`config.mk`:
```
export PLATFORM = sky130hd
export DESIGN_NAME = command_frame_builder_crc32
export DESIGN_NICKNAME = d
export VERILOG_FILES = /design/src/design/cfb_pkg.sv /design/src/design/command_frame_builder_crc32.sv /design/src/design/cfb_cfg_regs.sv /design/src/design/cfb_sequencer.sv /design/src/design/cfb_datapath.sv
export SDC_FILE = /design/constraint.sdc
export NUM_CORES = 1
export LEC_CHECK = 0
export ABC_AREA = 1
export BUFFER_PORTS_ARGS = -buffer_cell sky130_fd_sc_hd__buf_2
export CORE_UTILIZATION = 58
export DETAILED_ROUTE_END_ITERATION = 6
export PLACE_DENSITY = 0.86
export SYNTH_ARGS = -nofsm -noshare
export SYNTH_HDL_FRONTEND = slang
export SYNTH_HIERARCHICAL = 1
export SYNTH_SLANG_ARGS = --single-unit
```
`constraint.sdc`:
```
create_clock -name aclk -period 3.6 [get_ports aclk]
set_clock_uncertainty 0.15 [all_clocks]
set_input_delay 0.18 -clock aclk [delete_from_list [all_inputs] [get_ports aclk]]
set_output_delay 0.18 -clock aclk [all_outputs]
set_load 0.01 [all_outputs]
```
`src/design/cfb_pkg.sv`:
```
// ----------------------------------------------------------------------------
// cfb_pkg
// Shared types, constants, microcode ROM and CRC byte step for the command
// frame builder.
// ----------------------------------------------------------------------------
package cfb_pkg;

    // Transaction payloads
    typedef struct packed {
        logic [2:0]  opcode;
        logic [31:0] argument;
    } in_item_t;

    typedef struct packed {
        logic [31:0] frame_word;
        logic        last_word;
    } out_item_t;

    // Configuration port
    localparam int CFG_IDX_W = 8;
    localparam logic [CFG_IDX_W-1:0] REG_SYNC       = 8'd0;
    localparam logic [CFG_IDX_W-1:0] REG_NONCE      = 8'd1;
    localparam logic [CFG_IDX_W-1:0] REG_BATTERY    = 8'd2;
    localparam logic [CFG_IDX_W-1:0] REG_RSSI       = 8'd3;
    localparam logic [CFG_IDX_W-1:0] REG_DISTANCE   = 8'd4;
    localparam logic [CFG_IDX_W-1:0] REG_LENS_MOTOR = 8'd5;
    localparam logic [CFG_IDX_W-1:0] REG_BRACKET    = 8'd6;
    localparam logic [CFG_IDX_W-1:0] REG_VOLUME     = 8'd7;

    typedef struct packed {
        logic [31:0] sync_word;
        logic [31:0] nonce_word;
        logic [23:0] battery_reg_addr;
        logic [23:0] rssi_reg_addr;
        logic [23:0] distance_reg_addr;
        logic [23:0] lens_motor_reg_addr;
        logic [23:0] bracket_reg_addr;
        logic [23:0] volume_reg_addr;
    } cfg_t;

    localparam logic [31:0] SYNC_RESET       = 32'h4445_4354;
    localparam logic [31:0] NONCE_RESET      = 32'h1234_5678;
    localparam logic [23:0] BATTERY_RESET    = 24'h00_0001;
    localparam logic [23:0] RSSI_RESET       = 24'h00_0002;
    localparam logic [23:0] DISTANCE_RESET   = 24'h00_0003;
    localparam logic [23:0] LENS_MOTOR_RESET = 24'h80_0004;
    localparam logic [23:0] BRACKET_RESET    = 24'h80_0005;
    localparam logic [23:0] VOLUME_RESET     = 24'h80_0006;

    // Opcodes
    localparam logic [2:0] OP_BATTERY    = 3'd0;
    localparam logic [2:0] OP_RSSI       = 3'd1;
    localparam logic [2:0] OP_DISTANCE   = 3'd2;
    localparam logic [2:0] OP_AUTOFOCUS  = 3'd3;
    localparam logic [2:0] OP_LENS_MOTOR = 3'd4;
    localparam logic [2:0] OP_BRACKET    = 3'd5;
    localparam logic [2:0] OP_VOLUME     = 3'd6;
    localparam logic [2:0] OP_UNUSED     = 3'd7;

    // Bracket directions
    localparam logic [31:0] DIR_UP    = 32'd0;
    localparam logic [31:0] DIR_LEFT  = 32'd1;
    localparam logic [31:0] DIR_RIGHT = 32'd2;
    localparam logic [31:0] DIR_DOWN  = 32'd3;

    // Fixed frame words
    localparam logic [31:0] FRAME_LEN_WORD   = 32'd16;
    localparam logic [7:0]  DEVICE_ADDR      = 8'h01;
    localparam logic [31:0] READ_DATA        = 32'h0000_0001;
    localparam logic [31:0] AUTOFOCUS_DATA   = 32'hFFFF_0000;
    localparam logic [31:0] DATA_1_1         = 32'h0101_0001;
    localparam logic [31:0] DATA_1_2         = 32'h0102_0001;
    localparam logic [31:0] DATA_2_1         = 32'h0201_0001;
    localparam logic [31:0] DATA_2_2         = 32'h0202_0001;

    // CRC-32, IEEE reflected
    localparam logic [31:0] CRC_POLY = 32'hEDB8_8320;
    localparam logic [31:0] CRC_INIT = 32'hFFFF_FFFF;

    function automatic logic [31:0] crc_byte(input logic [31:0] crc_in,
                                             input logic [7:0]  data);
        logic [31:0] c;
        c = crc_in ^ {24'd0, data};
        for (int k = 0; k < 8; k++) begin
            c = c[0] ? ((c >> 1) ^ CRC_POLY) : (c >> 1);
        end
        return c;
    endfunction

    // Word source select
    localparam logic [2:0] SEL_NONE  = 3'd0;
    localparam logic [2:0] SEL_SYNC  = 3'd1;
    localparam logic [2:0] SEL_LEN   = 3'd2;
    localparam logic [2:0] SEL_NONCE = 3'd3;
    localparam logic [2:0] SEL_ADDR  = 3'd4;
    localparam logic [2:0] SEL_DATA  = 3'd5;
    localparam logic [2:0] SEL_CRC   = 3'd6;

    // Jump conditions
    localparam logic COND_NONE   = 1'b0;
    localparam logic COND_NODATA = 1'b1;

    // Microcode
    localparam int PC_W = 5;

    typedef struct packed {
        logic [2:0]      sel;     // word source, SEL_NONE = keep shifting
        logic            emit;    // push selected word to the output
        logic            init;    // restart the CRC from all ones
        logic            absorb;  // fold one byte into the CRC
        logic            last;    // tag emitted word as end of frame
        logic            cond;    // jump condition
        logic            done;    // end of program
        logic [PC_W-1:0] target;  // jump target
    } ucode_t;

    // Control handed from sequencer to datapath
    typedef struct packed {
        logic       fire;
        logic [2:0] sel;
        logic       emit;
        logic       init;
        logic       absorb;
        logic       last;
    } step_t;

    localparam logic [PC_W-1:0] UC_SYNC  = 5'd0;
    localparam logic [PC_W-1:0] UC_LEN   = 5'd4;
    localparam logic [PC_W-1:0] UC_NONCE = 5'd8;
    localparam logic [PC_W-1:0] UC_ADDR  = 5'd12;
    localparam logic [PC_W-1:0] UC_SKIP  = 5'd15;
    localparam logic [PC_W-1:0] UC_DATA  = 5'd16;
    localparam logic [PC_W-1:0] UC_CRC   = 5'd20;

    // One word step loads and absorbs its top byte; three more steps
    // absorb the rest.
    function automatic ucode_t ucode_rom(input logic [PC_W-1:0] pc);
        ucode_t cw;
        cw = '{sel: SEL_NONE, emit: 1'b0, init: 1'b0, absorb: 1'b1, last: 1'b0,
               cond: COND_NONE, done: 1'b0, target: UC_SYNC};
        unique case (pc) inside
            UC_SYNC: begin
                cw.sel  = SEL_SYNC;
                cw.emit = 1'b1;
                cw.init = 1'b1;
            end
            UC_LEN: begin
                cw.sel  = SEL_LEN;
                cw.emit = 1'b1;
            end
            UC_NONCE: begin
                cw.sel  = SEL_NONCE;
                cw.emit = 1'b1;
            end
            UC_ADDR: begin
                cw.sel  = SEL_ADDR;
                cw.emit = 1'b1;
            end
            UC_SKIP: begin
                cw.cond   = COND_NODATA;
                cw.target = UC_CRC;
            end
            UC_DATA: begin
                cw.sel  = SEL_DATA;
                cw.emit = 1'b1;
            end
            UC_CRC: begin
                cw.sel    = SEL_CRC;
                cw.emit   = 1'b1;
                cw.absorb = 1'b0;
                cw.last   = 1'b1;
                cw.done   = 1'b1;
            end
            [UC_SYNC + 5'd1 : UC_LEN - 5'd1],
            [UC_LEN + 5'd1 : UC_NONCE - 5'd1],
            [UC_NONCE + 5'd1 : UC_ADDR - 5'd1],
            [UC_ADDR + 5'd1 : UC_SKIP - 5'd1],
            [UC_DATA + 5'd1 : UC_CRC - 5'd1]: begin
                cw.sel = SEL_NONE;
            end
            default: begin
                cw.absorb = 1'b0;
                cw.done   = 1'b1;
            end
        endcase
        return cw;
    endfunction

endpackage

```
`src/design/command_frame_builder_crc32.sv`:
```
// ----------------------------------------------------------------------------
// command_frame_builder_crc32
// Builds a CRC-32 terminated command frame of 32-bit words from one command.
// ----------------------------------------------------------------------------
// An accepted command sets the sequencer busy, and the first word then goes into the output register.
// A new command waits until the CRC word is handed off; a frame has 6 words, or 5 when the bracket
//   direction is out of range. The CRC absorbs one byte a cycle except while an emit step is stalled.
// Opcode 7 is dropped in its accept cycle and produces no transaction.
// Reset (aresetn low, synchronous): sequencer idle, output empty, config
//   registers back to their defaults.
module command_frame_builder_crc32 (
    input  logic                          aclk,
    input  logic                          aresetn,
    // command input
    input  logic                          s_valid,
    output logic                          s_ready,
    input  cfb_pkg::in_item_t             s_data,
    // frame word output
    output logic                          m_valid,
    input  logic                          m_ready,
    output cfb_pkg::out_item_t            m_data,
    // configuration writes
    input  logic                          cfg_valid,
    output logic                          cfg_ready,
    input  logic [cfb_pkg::CFG_IDX_W-1:0] cfg_index,
    input  logic [31:0]                   cfg_data
);

    cfb_pkg::cfg_t  cfg;
    cfb_pkg::step_t step;
    logic           busy;
    logic           has_data;
    logic           out_free;
    logic           s_accept;
    logic           start;

    // New command only once the previous frame has handed off its CRC word;
    // that word may still sit in the output register.
    assign s_ready  = !busy;
    assign s_accept = s_valid && s_ready;
    // unused opcode is swallowed without starting the program
    assign start    = s_accept && (s_data.opcode != cfb_pkg::OP_UNUSED);

    cfb_cfg_regs u_cfg (
        .aclk      (aclk),
        .aresetn   (aresetn),
        .cfg_valid (cfg_valid),
        .cfg_ready (cfg_ready),
        .cfg_index (cfg_index),
        .cfg_data  (cfg_data),
        .cfg       (cfg)
    );

    // Program: per word, one load+emit step then three CRC byte steps, and one emit step for the CRC word;
    // a jump on the address word's last byte step skips the data word when absent.
    cfb_sequencer u_seq (
        .aclk     (aclk),
        .aresetn  (aresetn),
        .start    (start),
        .has_data (has_data),
        .out_free (out_free),
        .busy     (busy),
        .step     (step)
    );

    cfb_datapath u_dp (
        .aclk     (aclk),
        .aresetn  (aresetn),
        .cfg      (cfg),
        .load     (start),
        .cmd      (s_data),
        .has_data (has_data),
        .step     (step),
        .out_free (out_free),
        .m_valid  (m_valid),
        .m_ready  (m_ready),
        .m_data   (m_data)
    );

endmodule

```
`src/design/cfb_cfg_regs.sv`:
```
// ----------------------------------------------------------------------------
// cfb_cfg_regs
// Configuration register file; writes to unlisted indexes are dropped.
// ----------------------------------------------------------------------------
module cfb_cfg_regs (
    input  logic                          aclk,
    input  logic                          aresetn,
    input  logic                          cfg_valid,
    output logic                          cfg_ready,
    input  logic [cfb_pkg::CFG_IDX_W-1:0] cfg_index,
    input  logic [31:0]                   cfg_data,
    output cfb_pkg::cfg_t                 cfg
);

    cfb_pkg::cfg_t cfg_reg, cfg_next;

    assign cfg_ready = 1'b1;
    assign cfg       = cfg_reg;

    always_comb begin
        cfg_next = cfg_reg;
        if (cfg_valid) begin
            unique case (cfg_index)
                cfb_pkg::REG_SYNC:       cfg_next.sync_word           = cfg_data;
                cfb_pkg::REG_NONCE:      cfg_next.nonce_word          = cfg_data;
                cfb_pkg::REG_BATTERY:    cfg_next.battery_reg_addr    = cfg_data[23:0];
                cfb_pkg::REG_RSSI:       cfg_next.rssi_reg_addr       = cfg_data[23:0];
                cfb_pkg::REG_DISTANCE:   cfg_next.distance_reg_addr   = cfg_data[23:0];
                cfb_pkg::REG_LENS_MOTOR: cfg_next.lens_motor_reg_addr = cfg_data[23:0];
                cfb_pkg::REG_BRACKET:    cfg_next.bracket_reg_addr    = cfg_data[23:0];
                cfb_pkg::REG_VOLUME:     cfg_next.volume_reg_addr     = cfg_data[23:0];
                default: ;
            endcase
        end
    end

    always_ff @(posedge aclk) begin
        if (!aresetn) begin
            cfg_reg.sync_word           <= cfb_pkg::SYNC_RESET;
            cfg_reg.nonce_word          <= cfb_pkg::NONCE_RESET;
            cfg_reg.battery_reg_addr    <= cfb_pkg::BATTERY_RESET;
            cfg_reg.rssi_reg_addr       <= cfb_pkg::RSSI_RESET;
            cfg_reg.distance_reg_addr   <= cfb_pkg::DISTANCE_RESET;
            cfg_reg.lens_motor_reg_addr <= cfb_pkg::LENS_MOTOR_RESET;
            cfg_reg.bracket_reg_addr    <= cfb_pkg::BRACKET_RESET;
            cfg_reg.volume_reg_addr     <= cfb_pkg::VOLUME_RESET;
        end else begin
            cfg_reg <= cfg_next;
        end
    end

endmodule

```
`src/design/cfb_sequencer.sv`:
```
// ----------------------------------------------------------------------------
// cfb_sequencer
// Step counter over the microcode ROM with a conditional jump and output stall.
// ----------------------------------------------------------------------------
module cfb_sequencer (
    input  logic           aclk,
    input  logic           aresetn,
    input  logic           start,     // frame-producing transaction accepted
    input  logic           has_data,  // data word present in this frame
    input  logic           out_free,  // output register can take a word
    output logic           busy,
    output cfb_pkg::step_t step
);

    logic [cfb_pkg::PC_W-1:0] pc_reg, pc_next;
    logic                     busy_reg, busy_next;
    logic                     has_data_reg, has_data_next;
    cfb_pkg::ucode_t          cw;
    logic                     fire;
    logic                     taken;

    assign cw    = cfb_pkg::ucode_rom(pc_reg);
    assign fire  = busy_reg && !(cw.emit && !out_free);
    assign taken = (cw.cond == cfb_pkg::COND_NODATA) && !has_data_reg;
    assign busy  = busy_reg;

    assign step = '{fire: fire, sel: cw.sel, emit: cw.emit, init: cw.init,
                    absorb: cw.absorb, last: cw.last};

    always_comb begin
        pc_next       = pc_reg;
        busy_next     = busy_reg;
        has_data_next = has_data_reg;
        if (start) begin
            pc_next       = cfb_pkg::UC_SYNC;
            busy_next     = 1'b1;
            has_data_next = has_data;
        end else if (fire) begin
            pc_next = taken ? cw.target : pc_reg + {{(cfb_pkg::PC_W-1){1'b0}}, 1'b1};
            if (cw.done) begin
                busy_next = 1'b0;
            end
        end
    end

    always_ff @(posedge aclk) begin
        if (!aresetn) begin
            pc_reg       <= cfb_pkg::UC_SYNC;
            busy_reg     <= 1'b0;
            has_data_reg <= 1'b0;
        end else begin
            pc_reg       <= pc_next;
            busy_reg     <= busy_next;
            has_data_reg <= has_data_next;
        end
    end

endmodule

```
`src/design/cfb_datapath.sv`:
```
// ----------------------------------------------------------------------------
// cfb_datapath
// Command decode, frame word select, byte-wide CRC and output register.
// ----------------------------------------------------------------------------
module cfb_datapath (
    input  logic                aclk,
    input  logic                aresetn,
    input  cfb_pkg::cfg_t       cfg,
    input  logic                load,      // latch a new command
    input  cfb_pkg::in_item_t   cmd,
    output logic                has_data,  // decode of cmd
    input  cfb_pkg::step_t      step,
    output logic                out_free,
    output logic                m_valid,
    input  logic                m_ready,
    output cfb_pkg::out_item_t  m_data
);

    logic [31:0]        addr_word_reg, addr_word_next;
    logic [31:0]        data_word_reg, data_word_next;
    logic [31:0]        shift_reg, shift_next;
    logic [31:0]        crc_reg, crc_next;
    logic               m_valid_reg, m_valid_next;
    cfb_pkg::out_item_t m_data_reg, m_data_next;
    logic [23:0]        addr_sel;
    logic [31:0]        word;
    logic [7:0]         crc_in_byte;
    logic [31:0]        crc_base;

    // Command decode
    always_comb begin
        addr_sel       = '0;
        data_word_next = cfb_pkg::READ_DATA;
        has_data       = 1'b1;
        unique case (cmd.opcode)
            cfb_pkg::OP_BATTERY:  addr_sel = cfg.battery_reg_addr;
            cfb_pkg::OP_RSSI:     addr_sel = cfg.rssi_reg_addr;
            cfb_pkg::OP_DISTANCE: addr_sel = cfg.distance_reg_addr;
            cfb_pkg::OP_AUTOFOCUS: begin
                addr_sel       = cfg.lens_motor_reg_addr;
                data_word_next = cfb_pkg::AUTOFOCUS_DATA;
            end
            cfb_pkg::OP_LENS_MOTOR: begin
                addr_sel       = cfg.lens_motor_reg_addr;
                data_word_next = cmd.argument[0] ? cfb_pkg::DATA_1_1 : cfb_pkg::DATA_1_2;
            end
            cfb_pkg::OP_BRACKET: begin
                addr_sel = cfg.bracket_reg_addr;
                unique case (cmd.argument)
                    cfb_pkg::DIR_UP:    data_word_next = cfb_pkg::DATA_1_1;
                    cfb_pkg::DIR_LEFT:  data_word_next = cfb_pkg::DATA_2_1;
                    cfb_pkg::DIR_RIGHT: data_word_next = cfb_pkg::DATA_2_2;
                    cfb_pkg::DIR_DOWN:  data_word_next = cfb_pkg::DATA_1_2;
                    default:            has_data       = 1'b0;
                endcase
            end
            cfb_pkg::OP_VOLUME: begin
                addr_sel       = cfg.volume_reg_addr;
                data_word_next = cmd.argument;
            end
            default: has_data = 1'b0;
        endcase
    end

    assign addr_word_next = {cfb_pkg::DEVICE_ADDR, addr_sel};

    // Frame word select
    always_comb begin
        unique case (step.sel)
            cfb_pkg::SEL_SYNC:  word = cfg.sync_word;
            cfb_pkg::SEL_LEN:   word = cfb_pkg::FRAME_LEN_WORD;
            cfb_pkg::SEL_NONCE: word = cfg.nonce_word;
            cfb_pkg::SEL_ADDR:  word = addr_word_reg;
            cfb_pkg::SEL_DATA:  word = data_word_reg;
            cfb_pkg::SEL_CRC:   word = ~crc_reg;
            default:            word = shift_reg;
        endcase
    end

    // Byte-serial CRC, top byte first
    assign crc_in_byte = word[31:24];
    assign crc_base    = step.init ? cfb_pkg::CRC_INIT : crc_reg;
    assign shift_next  = {word[23:0], 8'd0};
    assign crc_next    = cfb_pkg::crc_byte(crc_base, crc_in_byte);

    // Output register
    assign out_free = !m_valid_reg || m_ready;

    always_comb begin
        m_valid_next = m_valid_reg && !m_ready;
        m_data_next  = m_data_reg;
        if (step.fire && step.emit) begin
            m_valid_next = 1'b1;
            m_data_next  = '{frame_word: word, last_word: step.last};
        end
    end

    assign m_valid = m_valid_reg;
    assign m_data  = m_data_reg;

    always_ff @(posedge aclk) begin
        if (load) begin
            addr_word_reg <= addr_word_next;
            data_word_reg <= data_word_next;
        end
        if (step.fire) begin
            shift_reg <= shift_next;
            if (step.absorb) begin
                crc_reg <= crc_next;
            end
        end
        m_data_reg <= m_data_next;
    end

    always_ff @(posedge aclk) begin
        if (!aresetn) begin
            m_valid_reg <= 1'b0;
        end else begin
            m_valid_reg <= m_valid_next;
        end
    end

endmodule

```
-- Word-level counts from Yosys, hierarchy flattened
Index checks and enable logic that the tools add are counted.
- register bits: 361
- input port bits: 80
- output and inout port bits: 36
- word-level logic and storage cells: 139
- add/sub/neg operators: 1
- magnitude comparators: 10
- equality and inequality tests: 30
- mux-type cells: 28
- bitwise operators: 11
- reductions and logical operators: 40
- operators with widths (cell ; number):
    two-way mux 32 bit ; 8
    case mux 32 bit (6 select lines) ; 1
    case mux 24 bit (6 select lines) ; 1
    case mux 32 bit (4 select lines) ; 1
    inverter 13 -> 14 bit ; 8
    case mux 26 bit (4 select lines) ; 1
    == test 32 x 2 -> 1 bit (second input constant) ; 2
    == test 32 x 1 -> 1 bit (second input constant) ; 1
    == test 8 x 3 -> 1 bit (second input constant) ; 4
    logical NOT 32 bit ; 1
    inverter 32 bit ; 1
    bitwise XOR 32 x 8 -> 32 bit ; 1
    two-way mux 31 bit ; 1
    AND reduction 2 bit ; 10
    == test 3 bit (second input constant) ; 6
    two-way mux 18 bit ; 1
    case mux 3 bit (6 select lines) ; 1
    == test 8 x 2 -> 1 bit (second input constant) ; 2
    == test 5 x 4 -> 1 bit (second input constant) ; 3
    == test 3 x 2 -> 1 bit (second input constant) ; 4
    logical AND 1 bit ; 12
    OR reduction 6 bit ; 2
    OR reduction 11 bit ; 1
    == test 5 bit (second input constant) ; 2
    26 further kinds ; 45

-- Depth between registers and ports, before layout
Gate-level depths: netlist of run 1.
- word-level depth: 21
- depth in mapped cells: 23
- mapped depth without buffers: 22

-- By module
The synthesis of run 1 kept the hierarchy.
- modules (own cells, without submodules) (module ; times used ; cells each ; area an instance (sq um) ; sequential area each (sq um)):
    cfb_cfg_regs ; 1 ; 1170 ; 8453.1 ; 4164.0
    cfb_datapath ; 1 ; 935 ; 8242.9 ; 4374.2
    cfb_sequencer ; 1 ; 92 ; 620.6 ; 140.1
    command_frame_builder_crc32 ; 1 ; 6 ; 23.8 ; 0.0

-- Least setup slack after synthesis of run 1
No wires, ideal clock.
- kind: reg2reg
- from: register u_seq/pc_reg[0] in the netlist's numbering
- to: register u_dp.crc_reg[19], data pin
- library setup time: 0.253 ns
- arrival: 2.660 ns
- data required time: 3.197 ns
- path slack: 0.537 ns
- stages on the path, launching flop included: 21
- path buffers: 2
- clock period less this slack: 3.063 ns
- cells stage by stage: dfxtp_1 > inv_1 > ha_1 > inv_2 > a21oi_4 > inv_1 > nor2_1 > buf_4 > nor2_1 > o21a_2 > buf_6 > nand2_2 > nand2_1 > nand2_1 > nand3_2 > nand2_2 > nand2_1 > nand2_1 > nand2_1 > nand3_1 > nand2_1
- RTL lines (what ; RTL line ; source):
    start: declaration ; cfb_sequencer.sv:15 ; logic [cfb_pkg::PC_W-1:0] pc_reg, pc_next;
    start signal: assignment ; cfb_sequencer.sv:48 ; pc_reg <= cfb_pkg::UC_SYNC;
    start signal: assignment ; cfb_sequencer.sv:52 ; pc_reg <= pc_next;
    end signal: assignment ; cfb_datapath.sv:109 ; crc_reg <= crc_next;
    end: declaration ; cfb_datapath.sv:22 ; logic [31:0] crc_reg, crc_next;

==> key figures, run 1 <==
Worst setup path
  • Crit path cell chain: inv_1 > ha_2 > inv_2 > a21oi_4 > inv_1 > nor2_2 > buf_4 > nand3_2 > inv_2 > nand2_1 > o21ai_1 > nor2_2 > nand2_2 > nand2_1 > nand2_4 > xor2_4 > nand2_1 > nand2_1 > nand2_1 > inv_1 > nor2_1
  • Crit path max fanout: 11
  • Worst path bufs/invs: 6
  • Critical Setup Path Class: reg2reg
  • Worst Setup End Kind: register
  • Slowest cell on the critical path: dfxtp_1
  • CP delay by family, top: simple AND/OR/NAND/NOR gates
  • Slowest stage delay, CP: between 0.3 and 0.4 ns
  • WP data arrival: roughly 3.5 ns
  • CP dominant cell by count: nand2_1
  • Worst EP required: about 3.7 ns
  • Startpoint types: register

Placed design
  • Port-buffer cells: approximately 110
  • Gpl congestion: ~1.0
  • Hpwl dp: between 30,000 and 40,000 um
  • Placement Setup Slack: roughly 0.095 ns

Routing
  • Post-route antenna net violation count: 0
  • DRC violations left: 2
  • WL final: between 50,000 and 60,000 um
  • Via Count: roughly 16,000
  • Pre-antenna DRT Iters: 7
  • Drt initial violations: approximately 2,400
  • DR WL/cell: roughly 20 um
  • Post-DR vias/cell: about 6.0

Final layout
  • FF+latch area: just under 0.009 mm^2
  • Nets: 2,403
  • Max FFs per register: approximately 210
  • Filler cell count in the final layout: between 2,000 and 2,500
  • Multi-input gate area: 0.00760 mm^2
  • Layout overhead on the synthesized area: 16.3%
  • Layout cells sized above 1: roughly 12%
  • Post-layout util: between 60 and 70%

Timing
  • Peak Freq: approximately 0.3 GHz
  • Final WS setup: between 0.15 and 0.2 ns
  • Slew headroom: between 20% and 30%
  • Count of pins over their slew limit: 0
  • Measured slew at the worst slew-check pin: between 1 and 1.5 ns
  • Setup violators final: 0
  • Period utilization: 94.6%
  • Setup TNS: 0 ns
  • Final hold viol count: 0
  • Post-route minimum period: ~3.4 ns

Die
  • # IOs: between 100 and 150
  • Row cnt: between 60 and 70
  • CORE AREA: 0.0291 mm^2
  • Die X-Extent: around 170 um
  • Die span in y: around 170 um
  • Die ar.: about 0.031 mm^2
  • Initial Util: between 50% and 60%

Logic synthesis
  • FFs w/ async S/R, synth: 0%
  • Syn_area_per_cell: 7.87 um^2
  • Sequential-to-total area share from yosys stat: 50.0%
  • Netlist Area Pre-Place: roughly 0.017 mm^2
  • Synth Instances: approximately 2,200
  • Warnings, synthesis: 6
  • Synthesis-stage register bit count: ~360
  • Primary FF master, synth: dfxtp_1
  • Post-Syn Nets: 2,288
  • Yosys cell types: between 40 and 50
  • Post-synth EDFFs: 145

Clock network
  • Clk_lat worst skew: roughly 0.54 ns
  • H-tree lvl count: 2
  • Clock root buffer: clkbuf_16
  • CTS buffer count: 38
  • Clock buffer depth: 3
  • CTS tree: done
  • Reg clk slew, reported paths: about 0.06 ns
  • CTS sink cnt: 361

Global routing
  • Largest net degree at the start of global routing: between 100 and 150
  • Vias in the first global route: 15,470
  • Global Route Usage Sum: approximately a third
  • First-pass GRT wire length: roughly 84,000 um
  • Initial antenna violation count: 1
  • Global route overflow: 0

Pwr
  • Static leakage: roughly 8.5 nW
  • Pwr Density: between 500 and 600 mW/mm^2
  • Maximum vdd drop: 0.000403 V

Run status
  • Status: finished, violations left
  • Failing checks: DRC

Job
  • Max_cap viols: 0

Worst hold path
  • Hold crit path type: in2reg
## kinds of logic after synthesis
family	Yosys count	share of synthesized area, %
and+or+nand+nor	1203	29.8
AOI/OAI and AO/OA	308	10.5
adders and majority gates	5	0.361
DFF	361	50.0
xor gates and xnor gates	40	2.06
other	1	0.0216
buffers and inverters	285	7.17
## metal layers
layer | track usage (%) | part of all wire (%) | vias up
li1 | - | - | 7604
met1 | 46.3 | 38 | 7622
met2 | 56.3 | 46 | 1067
met3 | 6.57 | 11 | 183
met4 | 16.0 | 4.4 | 0
met5 | 0 | 0 | -
## cell usage in the layout (no fill, tap or decap), types with 38 or more instances in the layout
cell type,instances
nand2_1,508
nand3_1,333
nor2_1,279
dfxtp_1,216
a21oi_1,189
edfxtp_1,145
inv_1,122
buf_2,113
dlygate4sd3_1,64
clkbuf_16,38
buf_4,38
## final cells by class
class	instances	area share, %
Antenna cell	1	0.0124
Tap cell	384	2.38
Inverter	137	2.55
Clock inverter	15	0.999
Timing Repair Buffer	223	8.10
Clock buffer	54	5.26
Sequential cell	361	43.0
Multi-Input combinational cell	1557	37.7
## through the flow
stage | hold slack [ns] | instance area [um^2] | std cells | power [mW]
2_1_floorplan | 0.162 | 17300 | 2203 | 5.99
3_3_place_gp | 0.290 | 18100 | 2597 | 6.60
3_5_place_dp | 0.295 | 18100 | 2597 | 6.62
4_1_cts | 0.0139 | 20000 | 2730 | 10.6
5_1_grt | 0.0277 | 20200 | 2731 | 11.1
6_report | 0.0372 | 20200 | 2732 | 10.7
## cell usage after synthesis (all sizes together), types with 2 or more instances
cell     instances  area share [%]
a211oi           2           0.087
a21oi          192             5.6
a221o            2            0.12
a221oi          35             1.8
a22o            20             1.0
a22oi            6            0.26
buf            104             3.2
clkbuf          44            0.95
dfxtp          216              25
edfxtp         145              25
ha               5            0.36
inv            136             2.9
nand2          533              12
nand3          342              10
nand3b           3            0.13
nand4           22            0.79
nor2           291             6.4
nor3             6            0.20
nor4             5            0.18
o2111ai          4            0.20
o21ai           44             1.3
xnor2            5            0.25
xor2            35             1.8
## repair_timing
action | CTS | global route
hold endpoints to repair | 132 | 0
hold buffers | 64 | 0
setup endpoints to repair | 0 | 20
resized for setup | 0 | 27
buffers inserted | 0 | 1
## where the power goes
part,leakage (nW),switching [mW],internal [mW]
combinational,4.76,1.37,0.603
clock,0.626,1.64,2.36
sequential,3.12,0.136,4.60
total,8.50,3.15,7.56
## worst register-to-register path, stage by stage, from the launching register on
cell	delay (ns)
dfxtp_1	0.31
inv_1	0.14
ha_2	0.24
inv_2	0.07
a21oi_4	0.16
inv_1	0.08
nor2_2	0.20
buf_4	0.18
nand3_2	0.10
inv_2	0.18
nand2_1	0.10
o21ai_1	0.14
nor2_2	0.08
nand2_2	0.10
nand2_1	0.09
nand2_4	0.17
xor2_4	0.23
nand2_1	0.13
nand2_1	0.13
nand2_1	0.07
inv_1	0.05
nor2_1	0.04
## worst paths after layout
check,cells past startpoint,end,slack (ns),start
setup / recovery,21,u_dp/crc_reg[15],0.20,u_seq/pc_reg[0]
hold / removal,3,u_dp/data_word_reg[0],0.04,s_data[0]
setup reg to reg,21,u_dp/crc_reg[15],0.20,u_seq/pc_reg[0]
hold reg to reg,2,u_cfg/cfg[206],0.31,u_cfg/cfg[206]
No activity file was read; power rests on OpenSTA's default activity.
==> run 2: changes to the inputs <==
==> constraint.sdc (replaced) <==
create_clock -name aclk -period 3.6 [get_ports aclk]
set_clock_uncertainty 0.15 [all_clocks]
set_input_delay 0.54 -clock aclk [delete_from_list [all_inputs] [get_ports aclk]]
set_output_delay 0.54 -clock aclk [all_outputs]
set_load 0.01 [all_outputs]
==> run 2 against run 1 <==
The run now ends clean. Worst setup slack gained 0.042 ns. Maximum frequency grew 1.2%. Cell count shrank 2.3%. Sequential share of layout area grew 1.5 points. Utilization shrank 2.4 points.
==> key figures, run 2 (same netlist as run 1, synthesis figures left out) <==
Run status
  • Status: completed

Routing
  • Post-DR vias/cell: roughly 6.1
  • Metal2 WL: ~24,000 um
  • Via Count: around 16,000
  • Pre-antenna DRT Iters: 7
  • DRC violations left: 0
  • WL final: around 52,000 um
  • M1 WL: ~19,000 um
  • Metal3 WL: between 5000 and 6000 um
  • Drt initial violations: roughly 2,300
  • DR WL/cell: just under 20 um
  • Post-route antenna net violation count: 0
  • Max layer used: met4

Worst setup path
  • Worst EP required: 3.73 ns
  • Crit path max fanout: 12
  • Startpoint types: register
  • CP endpoint: u_dp/crc_reg[16]
  • Worst path bufs/invs: 4
  • Slowest stage delay, CP: between 0.3 and 0.4 ns
  • WP data arrival: ~3.5 ns
  • Slowest cell on the critical path: dfxtp_1
  • Crit path cell chain: inv_1 > ha_2 > nand2_1 > nor3_2 > nand3b_1 > buf_4 > buf_4 > nand2_2 > o21a_2 > nand2_1 > nand2_2 > nand2_1 > nand2_2 > nand2_1 > nand2_2 > xor2_1 > nand2_1 > nand2_1 > inv_1
  • RR Endpoint: u_dp/crc_reg[16]
  • CP delay by family, top: simple AND/OR/NAND/NOR gates
  • Critical Setup Path Class: reg2reg
  • Reg2reg start: u_seq/pc_reg[1]
  • Worst Setup End Kind: register
  • CP dominant cell by count: nand2_1
  • FF-to-FF path depth: 19
  • WP depth: 19
  • Crit path from: u_seq/pc_reg[1]
  • R2R Setup Slk: between 0.2 and 0.25 ns

Final layout
  • Commonest non-fill, non-tap cell in the layout: nand2_1
  • Filler cell count in the final layout: around 2,300
  • Nets: around 2,300
  • Layout cells sized above 1: between 10% and 20%
  • Highest-count cells in the layout ignoring fill and taps: nand2_1, nand3_1, nor2_1
  • Max FFs per register: ~210
  • Layout overhead on the synthesized area: 12.4%
  • Ant. Diodes: 0

Die
  • # IOs: ~120
  • Die X-Extent: about 170 um
  • CORE AREA: 0.0291 mm^2
  • Row cnt: 62
  • Initial Util: 59.6%
  • Die span in y: roughly 170 um
  • Die ar.: around 0.031 mm^2

Clock network
  • CTS buffer count: 39
  • Clock root buffer: clkbuf_16
  • CTS tree: done
  • CTS sink cnt: 361
  • Reg clk slew, reported paths: about 0.060 ns
  • H-tree lvl count: 2
  • Clock buffer depth: 3
  • Clk_lat worst skew: between 0.5 and 0.6 ns
  • CTS hold repair buffers: 0

Timing
  • Peak Freq: approximately 0.30 GHz
  • Period utilization: roughly 93%
  • Count of pins over their slew limit: 0
  • Slew headroom: 32.4%
  • Setup TNS: 0 ns
  • Final hold viol count: 0
  • Measured slew at the worst slew-check pin: roughly 1.0 ns
  • Unrepaired setup endpoints after global routing: no
  • Post-route minimum period: 3.36 ns
  • Setup violators final: 0

Global routing
  • Largest net degree at the start of global routing: approximately 120
  • First-pass GRT wire length: around 80,000 um
  • Global route overflow: 0
  • Vias in the first global route: ~15,000
  • Initial antenna violation count: 0
  • Global Route Usage Sum: approximately a third

Pwr
  • Pwr Density: about 540 mW/mm^2
  • Overall power: approximately 10 mW
  • Static leakage: a little over 8 nW
  • Maximum vdd drop: roughly 0.00034 V

Placed design
  • Gpl congestion: between 0.9 and 1
  • Port-buffer cells: 114
  • Hpwl dp: between 30,000 and 40,000 um

Worst hold path
  • Hold crit path type: in2reg

Job
  • Max_cap viols: 0
[run 2: cell type report]
cell class | count | area (um^2) | share of cell area [%]
Inverter | 137 | 514 | 2.64
Sequential cell | 361 | 8680 | 44.5
Clock buffer | 51 | 1110 | 5.71
Multi-Input combinational cell | 1557 | 7510 | 38.5
Tap cell | 384 | 480 | 2.47
Timing Repair Buffer | 160 | 1060 | 5.44
Clock inverter | 20 | 128 | 0.655
[run 2: per-layer routing]
metal  up-vias  global-route usage [%]
li1       7496                       -
met1      7532                    44.4
met2      1063                    53.2
met3       185                    5.05
met4         0                    17.0
met5         -                       0
[run 2: how the worst min path moves through the flow]
stage,cells after the start,start,endpoint
finish,3,cfg_data[26],u_cfg/cfg[202]
global route,3,cfg_data[5],u_cfg/cfg[149]
CTS,3,cfg_data[26],u_cfg/cfg[202]
detailed placement,2,u_cfg/cfg[148],u_cfg/cfg[148]
global placement,2,u_cfg/cfg[26],u_cfg/cfg[26]
floorplan,2,u_cfg/cfg[120],u_cfg/cfg[120]
[run 2: worst reg2reg max path, delay by kind of cell (launching register included)]
family	cells	cell delay, ns
and+or+nand+nor	12	1.43
buffers and inverters	4	0.45
DFF	1	0.38
AOI/OAI and AO/OA	1	0.28
adders and majority gates	1	0.22
xor gates and xnor gates	1	0.21
[run 2: timing repair]
item	4_1_cts	5_1_grt
buffers inserted	3	0
resized for setup	0	10
endpoints found under the setup margin	1	20
[run 2: where the power goes]
part / leakage, nW / switching, mW / internal (mW) / total, mW
sequential: 3.12 / 0.119 / 4.60 / 4.72
clock: 0.610 / 1.65 / 2.19 / 3.84
combinational: 4.51 / 1.34 / 0.550 / 1.89
[run 2: stage by stage]
stage                     setup slack [ns]  cell area [um^2]  std cells  utilization, %  hold slack (ns)
after detailed placement            0.0564             18200       2596            62.5            0.294
after CTS                            0.119             19400       2670            66.8            0.115
after global routing                0.0416             19500       2670            67.0            0.140
after global placement               0.224             18200       2596            62.5            0.287
final                                0.238             19500       2670            67.0            0.125
after floorplan                      0.537             17300       2203               -            0.279
==> run 3: changes to the inputs <==
--- a/config.mk
+++ b/config.mk
@@ -7,9 +7,11 @@
 export LEC_CHECK = 0
 export ABC_AREA = 1
 export BUFFER_PORTS_ARGS = -buffer_cell sky130_fd_sc_hd__buf_2
-export CORE_UTILIZATION = 58
+export CELL_PAD_IN_SITES_DETAIL_PLACEMENT = 1
+export CELL_PAD_IN_SITES_GLOBAL_PLACEMENT = 1
+export CORE_UTILIZATION = 46
 export DETAILED_ROUTE_END_ITERATION = 6
-export PLACE_DENSITY = 0.86
+export PLACE_DENSITY = 0.9
 export SYNTH_ARGS = -nofsm -noshare
 export SYNTH_HDL_FRONTEND = slang
 export SYNTH_HIERARCHICAL = 1
==> run 3 against run 2 <==
Sequential power hardly changed. Wire length rose by 17%. Cell count is 4.5% higher. Clock-buffer cell count increased by 4. Flip-flop and latch count unchanged. Non-clock buffer count increased by 1. Power grew 2.8%. Critical path type unchanged.
==> key figures, run 3 (same netlist as run 1, synthesis figures left out) <==
Run status
  • Status: completed

Pwr
  • Clk pwr share: 37.4%
  • Pwr Density: around 550 mW/mm^2
  • Seq pwr share: 44.0%
  • Comb pwr share: about a fifth
  • Maximum vdd drop: roughly 0.00030 V
  • Switching share of power: 30.2%
  • Static leakage: between 8 and 9 nW
  • Switching Power: around 3.2 mW
  • Cell Int Power: 7.49 mW

Die
  • CORE AREA: 0.0369 mm^2
  • Die span in y: about 200 um
  • Die ar.: slightly below 0.04 mm^2
  • Die X-Extent: 196 um
  • # IOs: around 120
  • Initial Util: between 40% and 50%
  • Row cnt: 70

Timing
  • Post-route minimum period: about 3.5 ns
  • Period utilization: a little over nine tenths
  • Count of pins over their slew limit: 0
  • Peak Freq: 0.288 GHz
  • Final hold viol count: 0
  • Slew headroom: about a fifth
  • Setup violators final: 0
  • Setup TNS: 0 ns
  • Measured slew at the worst slew-check pin: between 1 and 1.5 ns

Global routing
  • Vias in the first global route: about 17,000
  • GR met3 Demand/Resource: ~3.9%
  • Global route overflow: 0
  • First-pass GRT wire length: about 94,000 um
  • Largest net degree at the start of global routing: 140
  • Met2 GRT Util: 52.6%
  • Initial antenna violation count: 0
  • Global Route Usage Sum: between 30% and 40%
  • GR peak layer: met2
  • Met1 GRT Util: 40.3%

Routing
  • DR WL/cell: around 22 um
  • Pre-antenna DRT Iters: 5
  • WL final: around 61,000 um
  • Post-route antenna net violation count: 0
  • Post-DR vias/cell: ~5.8
  • Drt initial violations: between 1,000 and 1,500
  • DRC violations left: 0
  • Via Count: between 15,000 and 20,000

Final layout
  • Nets: ~2,300
  • Layout overhead on the synthesized area: 13.5%
  • Commonest non-fill, non-tap cell in the layout: nand2_1
  • Max FFs per register: ~210
  • Post-layout util: 53.4%
  • Highest-count cells in the layout ignoring fill and taps: nand2_1, nand3_1, nor2_1
  • Layout cells sized above 1: between 10% and 20%
  • Ant. Diodes: 0

Clock network
  • CTS buffer count: 39
  • Post-CTS Setup Bufs: 0
  • Clk_lat worst skew: about 0.56 ns
  • Clock root buffer: clkbuf_16
  • Post-CTS Resized: 2
  • CTS tree: done
  • Clock buffer depth: 3
  • Reg clk slew, reported paths: 0.06 ns
  • H-tree lvl count: 2
  • CTS hold repair buffers: 0
  • CTS sink cnt: roughly 360

Worst setup path
  • R2R Setup Slk: 0.13 ns
  • Worst EP required: roughly 3.7 ns
  • Crit path max fanout: 23
  • Worst Setup End Kind: register
  • WP data arrival: 3.53 ns
  • RR Endpoint: u_dp/m_data[21]
  • Startpoint types: register
  • Reg2reg start: u_seq/pc_reg[1]
  • Critical Setup Path Class: reg2reg
  • FF-to-FF path depth: 11

Placed design
  • Gpl congestion: around 0.93
  • Hpwl dp: between 40,000 and 50,000 um
  • Port-buffer cells: about 110

Worst hold path
  • Hold crit path type: in2reg
  • Hold endpoint: u_cfg/cfg[147]
  • Hold Path Cell Cnt: 3
  • Min-delay src: cfg_data[3]

Job
  • Max_cap viols: 0
run 3: cell type report:
class | count | area, um^2
Clock buffer | 55 | 1090
Fill cell | 4476 | 17200
Inverter | 137 | 514
Timing Repair Buffer | 161 | 1050
Tap cell | 504 | 631
Multi-Input combinational cell | 1557 | 7560
Clock inverter | 15 | 168
Sequential cell | 361 | 8680
run 3: how the worst max path moves through the flow:
stage | startpoint | endpoint | slack, ns | cells after the start
after CTS | u_seq/pc_reg[0] | u_dp/crc_reg[15] | -0.005 | 21
after detailed placement | u_seq/pc_reg[0] | u_dp/crc_reg[23] | -0.02 | 19
after floorplan | u_seq/pc_reg[0] | u_dp/crc_reg[19] | 0.54 | 20
final | u_seq/pc_reg[1] | u_dp/m_data[21] | 0.13 | 11
after global placement | u_seq/pc_reg[0] | u_dp/crc_reg[19] | 0.21 | 19
after global routing | u_seq/pc_reg[1] | u_dp/crc_reg[19] | -0.0009 | 19
run 3: critical path, stage by stage (launching register included):
cell and delay (ns):
dfxtp_1 0.39, inv_1 0.11, ha_4 0.19, nand2_1 0.10, nor3_2 0.06, nand3b_1 0.22
buf_6 0.18, nand3_2 0.21, buf_4 0.32, o21ai_0 0.37, a221oi_1 0.56, nand3_1 0.27
run 3: per-layer routing:
layer  share of wire, %  vias up
met3                6.3      135
met5                  0        -
met1                 41     8034
met2                 48      565
li1                   -     7477
met4                4.3        0
run 3: power groups by stage:
stage	combinational (mW)	sequential [mW]	clock, mW
2_1_floorplan	1.23	4.76	0
3_3_place_gp	1.84	4.81	0
3_5_place_dp	1.91	4.81	0
4_1_cts	1.94	4.72	4.05
5_1_grt	2.17	4.74	4.21
6_report	2.00	4.73	4.02
run 3: stage by stage:
stage / instances / instance area [um^2] / worst slack (ns) / hold slack (ns) / power [mW]
global route: 2790 / 19700 / -0.000907 / 0.112 / 11.1
CTS: 2790 / 19600 / -0.00547 / 0.105 / 10.7
detailed placement: 2720 / 18300 / -0.0190 / 0.293 / 6.72
global placement: 2720 / 18300 / 0.214 / 0.289 / 6.65
floorplan: 2203 / 17300 / 0.537 / 0.279 / 5.99
finish: 2790 / 19700 / 0.132 / 0.114 / 10.7
